**src/design/mtdl_pkg.sv**
```systemverilog
// Shared types and constants for the multi-tap delay line.
// No dependencies; imported by every module of the block except mtdl_ram.
package mtdl_pkg;

	localparam int SAMPLE_W = 24;
	localparam int DELAY_W  = 15;
	localparam int GAIN_W   = 16;
	localparam int LEN_W    = 16;
	localparam int FRAC_W   = 14;
	localparam int QDEPTH   = 2;
	localparam int IN_TDATA_W  = 56;
	localparam int OUT_TDATA_W = 24;

	localparam logic [1:0] CMD_SAMPLE   = 2'd0;
	localparam logic [1:0] CMD_ADD_TAP  = 2'd1;
	localparam logic [1:0] CMD_CLR_TAPS = 2'd2;
	localparam logic [1:0] CMD_CLR_MEM  = 2'd3;

	typedef struct packed {
		logic smp;
		logic add;
		logic clr_taps;
		logic clr_mem;
	} cls_t;

	typedef struct packed {
		cls_t                       cls;
		logic signed [SAMPLE_W-1:0] sample;
		logic [DELAY_W-1:0]         delay;
		logic signed [GAIN_W-1:0]   gain;
	} q_item_t;

	typedef struct packed {
		logic pop;
		logic init_done;
	} bk_ctl_t;

endpackage

```
**src/design/mtdl_front.sv**
```systemverilog
// Front end: accepts stream items, decodes the command and queues them for the back end.
// Depends on mtdl_pkg.
module mtdl_front import mtdl_pkg::*; (
	input  logic                  clk,
	input  logic                  arst_n,
	input  logic                  s_axis_tvalid,
	output logic                  s_axis_tready,
	input  logic [IN_TDATA_W-1:0] s_axis_tdata,
	input  logic [1:0]            s_axis_tuser,
	input  bk_ctl_t               ctl,
	output logic                  q_valid,
	output q_item_t               q_item
);

	localparam int PW = (QDEPTH > 1) ? $clog2(QDEPTH) : 1;
	localparam int CNTW = $clog2(QDEPTH + 1);

	q_item_t          fifo_q [QDEPTH];
	logic [PW-1:0]    wr_ptr_q;
	logic [PW-1:0]    rd_ptr_q;
	logic [CNTW-1:0]  cnt_q;
	q_item_t          item_in;
	logic             push;
	logic             pop;

	always_comb begin
		item_in.cls    = '0;
		item_in.sample = s_axis_tdata[23:0];
		item_in.delay  = s_axis_tdata[38:24];
		item_in.gain   = s_axis_tdata[54:39];
		unique case (s_axis_tuser)
			CMD_SAMPLE:   item_in.cls.smp      = 1'b1;
			CMD_ADD_TAP:  item_in.cls.add      = 1'b1;
			CMD_CLR_TAPS: item_in.cls.clr_taps = 1'b1;
			CMD_CLR_MEM:  item_in.cls.clr_mem  = 1'b1;
		endcase
	end

	assign s_axis_tready = ctl.init_done && (cnt_q != CNTW'(QDEPTH));
	assign push          = s_axis_tvalid && s_axis_tready;
	assign q_valid       = (cnt_q != '0);
	assign pop           = ctl.pop && q_valid;
	assign q_item        = fifo_q[rd_ptr_q];

	always_ff @(posedge clk) begin
		if (push) begin
			fifo_q[wr_ptr_q] <= item_in;
		end
	end

	always_ff @(posedge clk or negedge arst_n) begin
		if (!arst_n) begin
			wr_ptr_q <= '0;
			rd_ptr_q <= '0;
			cnt_q    <= '0;
		end else begin
			if (push) begin
				wr_ptr_q <= (wr_ptr_q == PW'(QDEPTH - 1)) ? '0 : wr_ptr_q + 1'b1;
			end
			if (pop) begin
				rd_ptr_q <= (rd_ptr_q == PW'(QDEPTH - 1)) ? '0 : rd_ptr_q + 1'b1;
			end
			if (push && !pop) begin
				cnt_q <= cnt_q + 1'b1;
			end else if (pop && !push) begin
				cnt_q <= cnt_q - 1'b1;
			end
		end
	end

endmodule

```
**config.mk**
```make
export PLATFORM = sky130hd
export DESIGN_NAME = mtdl_front
export DESIGN_NICKNAME = d
export VERILOG_FILES = /design/src/design/mtdl_pkg.sv /design/src/design/mtdl_front.sv
export SDC_FILE = /design/constraint.sdc
export NUM_CORES = 1
export LEC_CHECK = 0
export BUFFER_PORTS_ARGS = -buffer_cell sky130_fd_sc_hd__clkbuf_2
export CAP_MARGIN = 20
export CORE_AREA = 2 2 107 109
export CTS_BUF_LIST = sky130_fd_sc_hd__clkbuf_4
export DETAILED_ROUTE_END_ITERATION = 12
export DIE_AREA = 0 0 109 111
export PLACE_DENSITY = 0.8
export SETUP_SLACK_MARGIN = 0.02
export SLEW_MARGIN = 20
export SYNTH_ARGS = -nofsm -noshare
export SYNTH_HDL_FRONTEND = slang
export SYNTH_SLANG_ARGS = --single-unit
```
**constraint.sdc**
```tcl
create_clock -name clk -period 4.8 [get_ports clk]
set_clock_uncertainty 0.2 [all_clocks]
set_input_delay 0.96 -clock clk [delete_from_list [all_inputs] [get_ports clk]]
set_output_delay 0.96 -clock clk [all_outputs]
set_load 0.02 [all_outputs]
```
Word-level counts from Yosys, hierarchy flattened --
Memories as Yosys holds them, arrays and structs flattened. Index checks and enable logic that the tools add are counted.
Cells by class: reduce and logical (&&, ||, !) cells 10, add/sub/neg operators 4, eq/ne operators 4, mux-type cells 10
Operators by type and width (count):
- two-way mux 1 bit | 8
- logical AND 1 bit | 5
- equality test 2 bit (second input constant) | 2
- two-way mux 2 bit | 2
- nonzero test 2 bit | 2
- adder 1 bit (second input constant) | 2
- adder 2 x 1 -> 2 bit (second input constant) | 1
- equality test 2 x 1 -> 1 bit (second input constant) | 1
- zero test 1 bit | 2
- zero test 2 bit | 1
- != test 2 bit (second input constant) | 1
- subtractor 2 x 1 -> 2 bit (second input constant) | 1
Storage, ports and cells: RAM bits 118, word-level logic and storage cells 32, memories 1, flip-flop bits (word level) 4
Memories:
- fifo_q | words 2, width 59, rd ports 1, clocked after Yosys merged registers in 0, write ports 1, line mtdl_front.sv:18 | q_item_t fifo_q [QDEPTH];

Depth between registers and ports, before layout --
depth in word-level cells 7, gate-level depth with buffers 6, gate-level depth less buffers 6

Least setup slack after synthesis --
No wires, ideal clock.
path type input -> register, start point input port s_axis_tvalid, end point memory fifo_q[1][0] (netlist bit) (enable), required time 4177 ps, data arrival time 2571 ps, slack 1606 ps, stages 2, library setup time 423 ps, path through and3_4 and2_1
Between the ends: cells in the longest elaborated chain, start to end 3
RTL lines:
- from (decl) | line mtdl_front.sv:6 | input logic s_axis_tvalid,
- logical AND 1 bit | line mtdl_front.sv:40 | assign push = s_axis_tvalid && s_axis_tready;
- two-way mux 1 bit | line mtdl_front.sv:46 | if (push) begin
- two-way mux 1 bit (implied by the code) | line mtdl_front.sv:47 | fifo_q[wr_ptr_q] <= item_in;
- to (decl) | line mtdl_front.sv:18
Every way passes these cells.

==> run metrics <==
Max-Cap Viols 0; vias in the first global route ~2400; Worst setup SP type flip-flop; total gr overflow 0; first-pass GRT wire length about 12000 um; syn nets 270; Area growth syn-to-layout 20.73%; Routed WL 7585 um; PortBufs around 120; CTS Sinks 122; Hold Crit Class reg2reg; Post-Synth Adder-Cell Area 0.002608; Compound-Gate Fraction of Synth Area 0; row count 39; HPWL after detailed placement between 4000 and 5000 um; Mapped Area 4798 um2; Top-Level Pins 124; cell area after layout 5793 um2; Net Switching 986.4 uW; Crit. End Element output pin; Tmin final 3.304 ns; Worst-path clk slew 0.10 ns; Max IR drop VDD about 330 uV; CTS max path bufs 2; storage element area 3647 um2; die area 12100 um2; largest net degree at the start of global routing 61; # hold bufs at CTS 1; Post-synth top flop edfxtp_1; antenna viol nets, final 0; worst-path fanout max 31; Initial Util 0.4332; cell internal pwr 2210 uW; Yosys Warn Count 0; post-synthesis register bit count 122; Least-Margin Pin Slew 0.6948 ns; Cell Pwr Density ~550 nW/um2; vias 2259; most common cell in the netlist edfxtp_1; Post-CTS Setup Bufs 0; mux contribution to synthesized area 0.1846; switch share 0.3086; Slew Viols, Final 0; final-report setup violation count 0; fin crit share 0.6884; Cell Area, Placed 5478 um2; Post-synth EDFFs 118; Syn Inst Count 206; Worst EP arrival 2.14 ns; Max-slew headroom 0.5368; CTS root buffer clkbuf_4; post-synth cell types 17; Worst EP required ~3.6 ns; Synth Area in Simple Gates 0.01538; post-cts sizing count 0; largest family of logic cells by synthesized area multiplexers; setup_tns 0 ns; Die Ht 111 um; DRT iter0 DRCs 58; largest area contributor in the netlist edfxtp_1; Multi-input gate area 1026 um2; area of the core 11080 um2; nets a little over 400; clk_lat worst skew slightly below 0.5 ns; TritonCTS Buffers 17; fillers 887; overall fraction of global-route tracks in use 0.1338; Seq pwr share 0.451; type of the worst setup path reg2out; TritonCTS clock tree yes; Pre-Repair DR Iteration Count 4; top cell type's share of synthesized area 0.7385; Combinational Power Share 0.325; width of the die 109 um; Lkg Pwr 0.002369 uW; Placer Congestion 0.6228; register area share after synthesis 0.7593; routed len/inst 15.17 um; commonest cells in the synthesized netlist edfxtp_1, mux2_4, buf_12, dfrtp_1, and2_1; H-tree depth 4; RSZ-0062 raised after global routing no; Synth Area in XOR/XNOR 0.01069; initial antenna violation count 0; status completed; Fin. Hold Viols 0; DRC viols 0; post-DR vias/cell 4.518; Clk pwr share 0.224; Avg Cell Area, Syn 23.29 um2; Max Fclk 302.7 MHz; share of cells above drive strength 1 0.6134; largest cells by area after synthesis edfxtp_1, mux2_4, buf_12, dfrtp_1, and2_1; final hold slack 0.3183 ns; Async SR Flop Fraction 0.03279; ANT cells 0
==> per-stage QoR <==
step / utilization / std cells / power [uW] / setup WS [ns]
after detailed placement: 0.4945 / 466 / 2520 / 1.775
after CTS: 0.5212 / 499 / 3248 / 1.312
after global placement: 0.4945 / 466 / 2497 / 1.821
after global routing: 0.5230 / 500 / 3358 / 1.352
after floorplan: - / 206 / 2330 / 1.606
final: 0.5230 / 500 / 3196 / 1.496
==> cells by family (layout without fill, tap and decap cells) <==
kind of cell,after synthesis,count (layout)
fa+ha+maj,1,1
buf+inv,7,158
simple gates,12,12
xor+xnor,5,5
flops,122,122
mux,59,59
==> power by group through the flow <==
stage,combinational [uW],sequential (uW),clock [uW]
finish,1040,1440,717
global route,1110,1460,791
CTS,985,1510,748
detailed placement,981,1540,0
global placement,969,1530,0
floorplan,941,1390,0
==> layer usage <==
layer  share of wire  routed length, um  vias up  GRT usage
met5               0                  0        -          0
met4           0.020                148        0    0.06410
met3           0.066                500       12    0.04938
met2            0.51               3843       88     0.2190
met1            0.41               3092     1078     0.1533
li1                -                  -     1081          -
==> placed cells by master (no fill, tap or decap) <==
cell type	n
and2_1	2
and2_2	1
and2b_2	1
and3_4	1
buf_12	1
buf_4	2
bufinv_16	3
clkbuf_2	122
clkbuf_4	21
clkinv_1	2
clkinv_2	6
dfrtp_1	3
dfrtp_4	1
dlygate4sd3_1	1
edfxtp_1	118
ha_1	1
mux2_4	59
nand2_1	1
nand2b_1	1
nor2_1	2
nor2b_1	2
or2_1	1
xnor2_1	2
xor2_1	2
xor2_2	1
==> state kept, by name (all words and copies together), names as in the netlist <==
name	flops
fifo_q	118
rd_ptr_q	1
wr_ptr_q	1
cnt_q	2
==> worst max-delay path: stages, from the launching register on <==
cell and delay, ns:
dfrtp_4 0.81, buf_12 0.31, mux2_4 0.33, clkbuf_2 0.16
==> area by class of cell <==
cell class / instances / share of cell area
flip-flops and latches: 122 / 0.6296
clock inverters: 11 / 0.02203
clock buffers: 21 / 0.02721
well taps: 143 / 0.03089
repair buffers: 126 / 0.1132
multi-input cells: 77 / 0.1771
==> final timing paths <==
path | startpoint | endpoint | slack, ns | depth (start not counted)
min reg2reg | cnt_q[1]$_DFFE_PN0P_ | cnt_q[1]$_DFFE_PN0P_ | 0.32 | 1
max reg2reg | cnt_q[0]$_DFFE_PN0P_ | fifo_q[0][2]$_DFFE_PP_ | 2.25 | 4
min in group asynchronous | arst_n | cnt_q[0]$_DFFE_PN0P_ | 0.60 | 2
max | rd_ptr_q$_DFFE_PN0P_ | q_item[11] | 1.50 | 3
min | cnt_q[1]$_DFFE_PN0P_ | cnt_q[1]$_DFFE_PN0P_ | 0.32 | 1
max in group asynchronous | arst_n | rd_ptr_q$_DFFE_PN0P_ | 3.67 | 2
Note: power is estimated with default switching activity, not from simulation.
